### config.mk
export PLATFORM = sky130hd
export DESIGN_NAME = rtcp_sdes_phone_extractor_core
export DESIGN_NICKNAME = d
export VERILOG_FILES = /design/src/rtl/core/rsdes_pkg.sv /design/src/rtl/core/rsdes_fifo.sv /design/src/rtl/core/rsdes_parser.sv /design/src/rtl/core/rtcp_sdes_phone_extractor_core.sv
export SDC_FILE = /design/constraint.sdc
export NUM_CORES = 1
export LEC_CHECK = 0
export ABC_AREA = 1
export BUFFER_PORTS_ARGS = -buffer_cell sky130_fd_sc_hd__clkbuf_2
export CAP_MARGIN = 40
export CORE_MARGIN = 2
export CORE_UTILIZATION = 50
export CTS_BUF_LIST = sky130_fd_sc_hd__clkbuf_8
export DETAILED_ROUTE_END_ITERATION = 12
export GPL_TIMING_DRIVEN = 0
export PLACE_DENSITY = 0.76
export SYNTH_ARGS = -nofsm -noshare
export SYNTH_HDL_FRONTEND = slang
export SYNTH_SLANG_ARGS = --single-unit
### constraint.sdc
create_clock -name clock -period 5.2 [get_ports clock]
set_clock_uncertainty 0.15 [all_clocks]
set_input_delay 1.04 -clock clock [delete_from_list [all_inputs] [get_ports clock]]
set_output_delay 1.04 -clock clock [all_outputs]
set_load 0.01 [all_outputs]
### src/rtl/core/rsdes_pkg.sv
// Package for the RTCP source-description phone extractor.
// Holds the parse phases, result codes, register indexes and the result record.
// Used by rsdes_parser, rsdes_fifo and rtcp_sdes_phone_extractor_core.
`default_nettype none

package rsdes_pkg;

   localparam int unsigned FIFO_DEPTH = 4;
   localparam int unsigned OFFSET_W   = 18;

   localparam logic [7:0] SDES_TYPE_RESET   = 8'd202;
   localparam logic [7:0] WANTED_TYPE_RESET = 8'd4;
   localparam logic [7:0] END_TYPE_RESET    = 8'd0;
   localparam logic [1:0] RTP_VERSION       = 2'd2;

   typedef enum logic [1:0] {
      CSR_SDES_TYPE   = 2'd0,
      CSR_WANTED_TYPE = 2'd1,
      CSR_END_TYPE    = 2'd2
   } csr_index_type;

   typedef enum logic [1:0] {
      KIND_BYTE  = 2'd0,
      KIND_EMPTY = 2'd1,
      KIND_ERROR = 2'd2
   } kind_type;

   typedef enum logic [1:0] {
      ERR_BAD_VERSION  = 2'd0,
      ERR_PAST_PAYLOAD = 2'd1,
      ERR_SHORT_HEADER = 2'd2
   } error_code_type;

   typedef enum logic [3:0] {
      PH_HDR0 = 4'd0,
      PH_HDR1 = 4'd1,
      PH_HDR2 = 4'd2,
      PH_HDR3 = 4'd3,
      PH_SSRC = 4'd4,
      PH_TYPE = 4'd5,
      PH_LEN  = 4'd6,
      PH_DATA = 4'd7,
      PH_SKIP = 4'd8
   } phase_type;

   typedef struct packed {
      logic [1:0] kind;
      logic [7:0] out_byte;
      logic       number_last;
      logic [1:0] error_code;
   } result_type;

endpackage

`default_nettype wire

### src/rtl/core/rsdes_fifo.sv
// Small result queue that takes up to two results per cycle and gives one.
// Depends on rsdes_pkg for the result record.
`default_nettype none

module rsdes_fifo #(
   parameter int unsigned Depth = rsdes_pkg::FIFO_DEPTH
) (
   input  wire                   clock,
   input  wire                   reset,
   input  wire                   push0,
   input  wire                   push1,
   input  rsdes_pkg::result_type data0,
   input  rsdes_pkg::result_type data1,
   output logic                  space2,
   input  wire                   pop,
   output logic                  out_valid,
   output rsdes_pkg::result_type out_data
);

   localparam int unsigned PtrW = (Depth > 1) ? $clog2(Depth) : 1;
   localparam int unsigned CntW = $clog2(Depth + 1);
   localparam logic [PtrW-1:0] LastPtr = PtrW'(Depth - 1);

   rsdes_pkg::result_type mem_ff [Depth];
   logic [PtrW-1:0] wr_ptr_ff, wr_ptr_in, wr_next;
   logic [PtrW-1:0] rd_ptr_ff, rd_ptr_in;
   logic [CntW-1:0] count_ff, count_in;
   logic            do_pop;

   function automatic logic [PtrW-1:0] ptr_inc(input logic [PtrW-1:0] p);
      ptr_inc = (p == LastPtr) ? '0 : p + 1'b1;
   endfunction

   assign out_valid = (count_ff != '0);
   assign out_data  = mem_ff[rd_ptr_ff];
   assign space2    = (count_ff <= CntW'(Depth - 2));
   assign do_pop    = pop && out_valid;
   assign wr_next   = ptr_inc(wr_ptr_ff);

   always_comb begin
      wr_ptr_in = wr_ptr_ff;
      if (push0 && push1) begin
         wr_ptr_in = ptr_inc(wr_next);
      end else if (push0) begin
         wr_ptr_in = wr_next;
      end
      rd_ptr_in = do_pop ? ptr_inc(rd_ptr_ff) : rd_ptr_ff;
      count_in  = count_ff + CntW'(push0) + CntW'(push1) - CntW'(do_pop);
   end

   always_ff @(posedge clock) begin
      if (reset) begin
         wr_ptr_ff <= '0;
         rd_ptr_ff <= '0;
         count_ff  <= '0;
      end else begin
         wr_ptr_ff <= wr_ptr_in;
         rd_ptr_ff <= rd_ptr_in;
         count_ff  <= count_in;
      end
   end

   always_ff @(posedge clock) begin
      if (push0) begin
         mem_ff[wr_ptr_ff] <= data0;
      end
      if (push0 && push1) begin
         mem_ff[wr_next] <= data1;
      end
   end

   a_count_bound: assert property (@(posedge clock) disable iff (reset)
      count_ff <= CntW'(Depth))
      else $error("result queue count exceeds its depth");

   a_push_order: assert property (@(posedge clock) disable iff (reset)
      push1 |-> push0)
      else $error("second result pushed without a first");

   a_count_track: assert property (@(posedge clock) disable iff (reset)
      ##1 count_ff == $past(count_ff) + CntW'($past(push0)) + CntW'($past(push1))
                      - CntW'($past(do_pop)))
      else $error("result queue count lost track of pushes and pops");

endmodule

`default_nettype wire

### src/rtl/core/rsdes_parser.sv
// Input register, configuration registers and the byte-level parse state.
// Produces up to two results per accepted item. Depends on rsdes_pkg.
`default_nettype none

module rsdes_parser (
   input  wire                   clock,
   input  wire                   reset,
   input  wire                   in_valid,
   output logic                  in_ready,
   input  wire  [7:0]            in_byte,
   input  wire                   in_end,
   input  wire                   csr_we,
   input  wire  [1:0]            csr_index,
   input  wire  [7:0]            csr_wdata,
   input  wire                   space2,
   output logic                  push0,
   output logic                  push1,
   output rsdes_pkg::result_type res0,
   output rsdes_pkg::result_type res1
);

   localparam int unsigned OffW = rsdes_pkg::OFFSET_W;

   logic                 valid_ff;
   logic [7:0]           byte_ff;
   logic                 end_ff;
   logic [7:0]           sdes_type_ff, wanted_type_ff, end_type_ff;

   rsdes_pkg::phase_type phase_ff, phase_in;
   logic [OffW-1:0]      offset_ff, offset_in;
   logic [OffW-1:0]      pkt_ff, pkt_in;
   logic                 is_sdes_ff, is_sdes_in;
   logic [7:0]           left_ff, left_in;
   logic                 wanted_ff, wanted_in;
   logic                 drop_ff, drop_in;
   logic                 vbad_ff, vbad_in;

   logic                 step;
   logic                 at_last;
   logic [OffW-1:0]      hdr_len;
   logic                 clear_sub;
   logic                 emit_valid;
   rsdes_pkg::result_type emit_res;
   logic                 fail_valid;
   rsdes_pkg::result_type fail_res;

   assign step     = valid_ff && space2;
   assign in_ready = !valid_ff || space2;
   assign at_last  = (offset_ff >= pkt_ff);
   assign hdr_len  = {pkt_ff[7:0], byte_ff, 2'b11};

   always_comb begin
      phase_in   = phase_ff;
      offset_in  = offset_ff;
      pkt_in     = pkt_ff;
      is_sdes_in = is_sdes_ff;
      left_in    = left_ff;
      wanted_in  = wanted_ff;
      drop_in    = drop_ff;
      vbad_in    = vbad_ff;
      clear_sub  = 1'b0;
      emit_valid = 1'b0;
      emit_res   = '0;
      fail_valid = 1'b0;
      fail_res   = '0;
      fail_res.kind = rsdes_pkg::KIND_ERROR;

      if (step) begin
         if (drop_ff) begin
            if (end_ff) begin
               clear_sub = 1'b1;
               drop_in   = 1'b0;
            end
         end else begin
            unique case (phase_ff)
               rsdes_pkg::PH_HDR0: begin
                  vbad_in = (byte_ff[7:6] != rsdes_pkg::RTP_VERSION);
                  if (end_ff) begin
                     fail_valid          = 1'b1;
                     fail_res.error_code = rsdes_pkg::ERR_SHORT_HEADER;
                  end else begin
                     phase_in = rsdes_pkg::PH_HDR1;
                  end
               end
               rsdes_pkg::PH_HDR1: begin
                  is_sdes_in = (byte_ff == sdes_type_ff);
                  if (end_ff) begin
                     fail_valid          = 1'b1;
                     fail_res.error_code = rsdes_pkg::ERR_SHORT_HEADER;
                  end else begin
                     phase_in = rsdes_pkg::PH_HDR2;
                  end
               end
               rsdes_pkg::PH_HDR2: begin
                  pkt_in = OffW'(byte_ff);
                  if (end_ff) begin
                     fail_valid          = 1'b1;
                     fail_res.error_code = rsdes_pkg::ERR_SHORT_HEADER;
                  end else begin
                     phase_in = rsdes_pkg::PH_HDR3;
                  end
               end
               rsdes_pkg::PH_HDR3: begin
                  if (vbad_ff) begin
                     fail_valid          = 1'b1;
                     fail_res.error_code = rsdes_pkg::ERR_BAD_VERSION;
                  end else if (hdr_len == OffW'(3)) begin
                     clear_sub = 1'b1;
                  end else if (end_ff) begin
                     fail_valid          = 1'b1;
                     fail_res.error_code = rsdes_pkg::ERR_PAST_PAYLOAD;
                  end else begin
                     pkt_in    = hdr_len;
                     phase_in  = is_sdes_ff ? rsdes_pkg::PH_SSRC : rsdes_pkg::PH_SKIP;
                     offset_in = OffW'(4);
                  end
               end
               default: begin
                  unique case (phase_ff)
                     rsdes_pkg::PH_SSRC: begin
                        if (offset_ff >= OffW'(7)) begin
                           phase_in = rsdes_pkg::PH_TYPE;
                        end
                     end
                     rsdes_pkg::PH_TYPE: begin
                        if (byte_ff == end_type_ff) begin
                           phase_in = rsdes_pkg::PH_SKIP;
                        end else begin
                           wanted_in = (byte_ff == wanted_type_ff);
                           phase_in  = rsdes_pkg::PH_LEN;
                        end
                     end
                     rsdes_pkg::PH_LEN: begin
                        left_in = byte_ff;
                        if (byte_ff == 8'd0 || at_last || end_ff) begin
                           emit_valid    = wanted_ff;
                           emit_res.kind = rsdes_pkg::KIND_EMPTY;
                           phase_in      = rsdes_pkg::PH_TYPE;
                        end else begin
                           phase_in = rsdes_pkg::PH_DATA;
                        end
                     end
                     rsdes_pkg::PH_DATA: begin
                        emit_valid           = wanted_ff;
                        emit_res.kind        = rsdes_pkg::KIND_BYTE;
                        emit_res.out_byte    = byte_ff;
                        emit_res.number_last = (left_ff <= 8'd1) || at_last || end_ff;
                        left_in              = left_ff - 8'd1;
                        if (left_ff == 8'd1) begin
                           phase_in = rsdes_pkg::PH_TYPE;
                        end
                     end
                     default: begin
                        phase_in = rsdes_pkg::PH_SKIP;
                     end
                  endcase

                  if (at_last) begin
                     clear_sub = 1'b1;
                  end else if (end_ff) begin
                     fail_valid          = 1'b1;
                     fail_res.error_code = rsdes_pkg::ERR_PAST_PAYLOAD;
                  end else begin
                     offset_in = offset_ff + 1'b1;
                  end
               end
            endcase

            if (fail_valid) begin
               clear_sub = 1'b1;
               drop_in   = !end_ff;
            end
         end

         if (clear_sub) begin
            phase_in   = rsdes_pkg::PH_HDR0;
            offset_in  = '0;
            pkt_in     = '0;
            is_sdes_in = 1'b0;
            left_in    = '0;
            wanted_in  = 1'b0;
            vbad_in    = 1'b0;
         end
      end
   end

   assign push0 = emit_valid || fail_valid;
   assign push1 = emit_valid && fail_valid;
   assign res0  = emit_valid ? emit_res : fail_res;
   assign res1  = fail_res;

   always_ff @(posedge clock) begin
      if (reset) begin
         valid_ff <= 1'b0;
      end else if (in_ready) begin
         valid_ff <= in_valid;
      end
   end

   always_ff @(posedge clock) begin
      if (in_ready && in_valid) begin
         byte_ff <= in_byte;
         end_ff  <= in_end;
      end
   end

   always_ff @(posedge clock) begin
      if (reset) begin
         sdes_type_ff   <= rsdes_pkg::SDES_TYPE_RESET;
         wanted_type_ff <= rsdes_pkg::WANTED_TYPE_RESET;
         end_type_ff    <= rsdes_pkg::END_TYPE_RESET;
      end else if (csr_we) begin
         case (csr_index)
            rsdes_pkg::CSR_SDES_TYPE:   sdes_type_ff   <= csr_wdata;
            rsdes_pkg::CSR_WANTED_TYPE: wanted_type_ff <= csr_wdata;
            rsdes_pkg::CSR_END_TYPE:    end_type_ff    <= csr_wdata;
            default: ;
         endcase
      end
   end

   always_ff @(posedge clock) begin
      if (reset) begin
         phase_ff   <= rsdes_pkg::PH_HDR0;
         offset_ff  <= '0;
         pkt_ff     <= '0;
         is_sdes_ff <= 1'b0;
         left_ff    <= '0;
         wanted_ff  <= 1'b0;
         drop_ff    <= 1'b0;
         vbad_ff    <= 1'b0;
      end else begin
         phase_ff   <= phase_in;
         offset_ff  <= offset_in;
         pkt_ff     <= pkt_in;
         is_sdes_ff <= is_sdes_in;
         left_ff    <= left_in;
         wanted_ff  <= wanted_in;
         drop_ff    <= drop_in;
         vbad_ff    <= vbad_in;
      end
   end

   a_drop_at_header: assert property (@(posedge clock) disable iff (reset)
      drop_ff |-> (phase_ff == rsdes_pkg::PH_HDR0))
      else $error("dropping while a sub-packet is still open");

   a_offset_in_packet: assert property (@(posedge clock) disable iff (reset)
      (phase_ff != rsdes_pkg::PH_HDR0 && phase_ff != rsdes_pkg::PH_HDR1 &&
       phase_ff != rsdes_pkg::PH_HDR2 && phase_ff != rsdes_pkg::PH_HDR3)
      |-> (offset_ff <= pkt_ff && offset_ff >= OffW'(4)))
      else $error("offset left the current sub-packet");

   a_no_push_idle: assert property (@(posedge clock) disable iff (reset)
      !step |-> !push0 && !push1)
      else $error("result produced without an item in work");

endmodule

`default_nettype wire

### src/rtl/core/rtcp_sdes_phone_extractor_core.sv
// Top level of the RTCP source-description phone extractor.
// Instantiates rsdes_parser and rsdes_fifo; depends on rsdes_pkg.
//
// The block takes one payload byte per cycle on the req_ stream while the result
// queue has room, with tlast on the final byte of each compound payload, and
// returns phone number bytes, empty-number marks and error reports on the rsp_
// stream. A byte is held in the input register until the queue has room for two
// results, then parsed, and its results are written into a small result queue.
// One byte gives at most two results; the parser stalls its input only when the
// queue has fewer than two free entries, so with the default queue of four the
// block sustains one byte per cycle whenever the result side takes one result
// per cycle. The csr_ port writes the three type-code registers and should only
// be used while the block is idle.
`default_nettype none

module rtcp_sdes_phone_extractor_core #(
   parameter int unsigned FifoDepth = rsdes_pkg::FIFO_DEPTH
) (
   input  wire         clock,
   input  wire         reset,
   input  wire         req_tvalid,
   output logic        req_tready,
   input  wire  [7:0]  req_tdata,   // [7:0] in_byte
   input  wire         req_tlast,   // payload_end
   output logic        rsp_tvalid,
   input  wire         rsp_tready,
   output logic [15:0] rsp_tdata,   // [7:0] out_byte, [9:8] error_code, rest zero
   output logic [1:0]  rsp_tuser,   // [1:0] kind
   output logic        rsp_tlast,   // number_last
   input  wire         csr_we,
   input  wire  [1:0]  csr_index,
   input  wire  [7:0]  csr_wdata
);

   logic                  space2;
   logic                  push0, push1;
   rsdes_pkg::result_type res0, res1;
   rsdes_pkg::result_type out_res;

   rsdes_parser u_parser (
      .clock     (clock),
      .reset     (reset),
      .in_valid  (req_tvalid),
      .in_ready  (req_tready),
      .in_byte   (req_tdata),
      .in_end    (req_tlast),
      .csr_we    (csr_we),
      .csr_index (csr_index),
      .csr_wdata (csr_wdata),
      .space2    (space2),
      .push0     (push0),
      .push1     (push1),
      .res0      (res0),
      .res1      (res1)
   );

   rsdes_fifo #(
      .Depth (FifoDepth)
   ) u_fifo (
      .clock     (clock),
      .reset     (reset),
      .push0     (push0),
      .push1     (push1),
      .data0     (res0),
      .data1     (res1),
      .space2    (space2),
      .pop       (rsp_tready),
      .out_valid (rsp_tvalid),
      .out_data  (out_res)
   );

   assign rsp_tdata = {6'd0, out_res.error_code, out_res.out_byte};
   assign rsp_tuser = out_res.kind;
   assign rsp_tlast = out_res.number_last;

endmodule

`default_nettype wire

==> flow_summary_export.csv <==
group,metric,value,unit
routing,firstDrtPassIters,5,
yosys,synthCells,1165,
cells_and_area,nets,1282,
routing,via_per_inst,5.23,
yosys,ys_seq_area_share,38.1,%
critical_path,r2r-start,"u_parser.offset_ff[17]",
cts,cts_root_buf,"clkbuf_8",
critical_path,end_kind,"flop",
cts,cts_buffers,17,
die,die_x,132,µm
critical_path,crit_required,5.39,ns
cts,insertion_delay,0.47,ns
yosys,netlist_area,0.00818,mm²
die,start_util,51.3,%
critical_path,ff2ff_setup_slack,1.53,ns
sta,drv_slew,0,
cts,postCtsSetupRepairBufs,0,
worst_hold_path,holdPathStages,2,
routing,drt_first_iter_violations,659,
yosys,ys_ff_latch,147,
sta,tightest_slew,0.763,ns
cts,cts.sinks,147,
critical_path,rr_worst_depth,18,
critical_path,path_class,"reg2reg",
critical_path,crit_top_cell,"nand2_1",
die,dieArea,0.0174,mm²
grt,grt_pass1_vias,6955,
cts,clockBufferDepth,2,
sta,period_needed,3.67,ns
run_status,status,"complete, no violations",
critical_path,crit_slowest_cell,"dfxtp_1",
yosys,async_reset_ff_share,0,%
grt,antenna_found_initial,0,
die,io_pins,45,
cells_and_area,drive_above_1_share,11.7,%
power,vdd_drop_max,0.254,mV
die,coreArea,0.0159,mm²
grt,overflow,0,
routing,vias,7610,
sta,holdWs,0.302,ns
power,pwr_density_cell,413,mW/mm²
yosys,yosysWarningCount,0,
routing,ant_nets,0,
place,hpwl,15300,µm
yosys,netlist_top_cells_area,"dfxtp_1 (32%), nor2_1 (11%), nand2_1 (10%)",
sta,max-slew-margin-rel,48.8,%
critical_path,worstPathCellList,"ha_1 > nand2_1 > inv_1 > nand2_1 > nand2_1 > o21bai_1 > nor2_1 > nand4_1 > nand2_2 > nand2_2 > buf_6 > nand2_1 > ha_1 > fa_1 > inv_1 > fa_1 > inv_1 > nor2_1",
sta,final_hold_viol_count,0,
sta,period_share,70.6,%
critical_path,max_stage_delay,0.43,ns
sta,setup_viol,0,
cts,path_clk_slew,0.08,ns
critical_path,crit_path_start_kind,"flop",
cells_and_area,syn2layout_area_growth,10.2,%
grt,grt_usage,23.6,%
routing,route.detailed.drc,0,
sta,fmax,272,MHz
die,die_h,132,µm
cts,post_cts_resized,0,
flow_run,maxCapViolCount,0,
place,io_buffers,37,
power,leakage,4.03,nW
yosys,synth_top_flop_cell,"dfxtp_1",
yosys,netlist.area_leader.share,31.8,%
cts,tritoncts,"done",
cts,cts_hold_buffers,0,
die,rows,46,
worst_hold_path,holdPathEnd,"u_fifo.mem_ff[1][6]",
place,gp_congestion,0.932,
critical_path,worstPathArrival,3.86,ns
grt,grt_max_degree,17,
cts,htree_levels,4,
cells_and_area,num_antenna_cells,0,
yosys,synth_edf_count,17,
yosys,ys_types,46,
critical_path,r2r-end,"u_fifo.count_ff[1]",
routing,wl_per_cell,14.0,µm
sta,fin_setup_tns,0,ns
worst_hold_path,hp-class,"reg2reg",
cells_and_area,layout_common_cells,"nor2_1 (239), nand2_1 (228), dfxtp_1 (130)",
yosys,synth_area_per_cell,7.02,µm²
grt,grt_first_pass_wirelength,33400,µm
cells_and_area,final_common_cell,"nor2_1",
cells_and_area,fillers,1559,
routing,drt_wl_total,20400,µm
critical_path,cp_max_fo,10,
yosys,yosysTopAreaCell,"dfxtp_1",
worst_hold_path,worstHoldStart,"u_fifo.mem_ff[1][6]",
sta,rsz0062_at_grt,"false",
==> cell usage after synthesis, types with 2 or more instances <==
master	instances
nand4_1	19
clkinv_1	2
xnor2_1	11
nand2_1	228
buf_4	14
nand2_2	7
o21ai_0	105
o21ai_1	7
dfxtp_1	130
inv_4	3
clkbuf_1	20
nor2_2	2
nand3_1	55
inv_1	96
fa_1	2
nor4_1	4
nor2_1	239
o22ai_1	13
ha_1	29
inv_2	11
buf_6	5
nor2_4	4
nand3_2	5
nor3_4	2
or2_2	5
o211ai_1	2
nor3_2	2
a21oi_1	58
buf_2	8
nor3_1	12
xor2_1	27
o21bai_1	3
edfxtp_1	17
nand2_4	6
==> worst max-delay path: cells and delay by family, from the launching register on <==
kind	cells	cell delay [ns]
buffers and inverters	4	0.35
and+or+nand+nor	9	1.09
DFF	1	0.43
adders and majority gates	4	1.38
AOI/OAI and AO/OA	1	0.16
==> registers in the layout, summed over array words and instances, names as in the netlist, 2 cells and up, named ones only <==
name                     cells
u_fifo.wr_ptr_ff             2
u_parser.byte_ff             8
u_fifo.mem_ff               52
u_parser.offset_ff          18
u_parser.wanted_type_ff      8
u_parser.left_ff             8
u_fifo.rd_ptr_ff             2
u_parser.sdes_type_ff        8
u_parser.phase_ff            4
u_parser.end_type_ff         8
u_fifo.count_ff              3
u_parser.pkt_ff             18
==> power breakdown <==
group	switching [W]	total [W]	internal (W)	leakage, nW
Combinational	0.000942	0.00145	0.000507	2.64
Clock	0.000447	0.000818	0.000371	0.178
Sequential	0.000120	0.00145	0.00133	1.21
==> kinds of logic (layout without fill, tap and decap cells) <==
| family | count (synthesis) | in the layout | share of synthesized area (%) |
|---|---|---|---|
| AND/OR/NAND/NOR | 593 | 593 | 31.5 |
| AO/OA/AOI/OAI | 195 | 195 | 12.7 |
| adder cells (fa/ha/maj) | 31 | 31 | 4.93 |
| XOR/XNOR | 38 | 38 | 4.07 |
| other | 1 | 6 | 0.0459 |
| buffers and inverters | 160 | 230 | 8.66 |
| flip-flops | 147 | 147 | 38.1 |
==> worst max path at each step <==
stage | from | end | depth (start not counted)
after CTS | u_parser.offset_ff[17] | u_fifo.count_ff[1] | 18
final | u_parser.offset_ff[17] | u_fifo.count_ff[1] | 18
after global routing | u_parser.offset_ff[13] | u_fifo.count_ff[1] | 17
after floorplan | u_parser.offset_ff[13] | u_fifo.count_ff[1] | 17
after detailed placement | u_parser.offset_ff[17] | u_fifo.count_ff[1] | 18
after global placement | u_parser.offset_ff[3] | u_fifo.count_ff[1] | 19
==> layer usage <==
metal  vias to the layer above  wire, µm  track usage (%)
met1                      3469      9130             30.0
li1                       3875         -                -
met3                        39      1180             4.65
met2                       227      9640             39.5
met5                         -         0                0
met4                         0       427             9.12
==> cell type report <==
type	instances	area (µm²)	area share (%)
clock inverter	15	119	1.32
tap	216	270	3.00
buffer	48	280	3.11
clock buffer	17	234	2.60
sequential	147	3110	34.6
multi-input combinational	863	4370	48.6
timing repair buffer	38	190	2.11
inverter	112	428	4.75
==> metrics by stage <==
step | total power (W) | cells | area (µm²) | setup slack, ns | utilization, %
2_1_floorplan | 0.00251 | 1170 | 8200 | 1.97 | -
3_3_place_gp | 0.00288 | 1423 | 8650 | 1.62 | 54.3
3_5_place_dp | 0.00292 | 1424 | 8660 | 1.50 | 54.3
4_1_cts | 0.00373 | 1456 | 9010 | 1.49 | 56.5
5_1_grt | 0.00398 | 1456 | 9010 | 1.23 | 56.5
6_report | 0.00372 | 1456 | 9010 | 1.53 | 56.5
No activity file was read; power rests on OpenSTA's default activity.
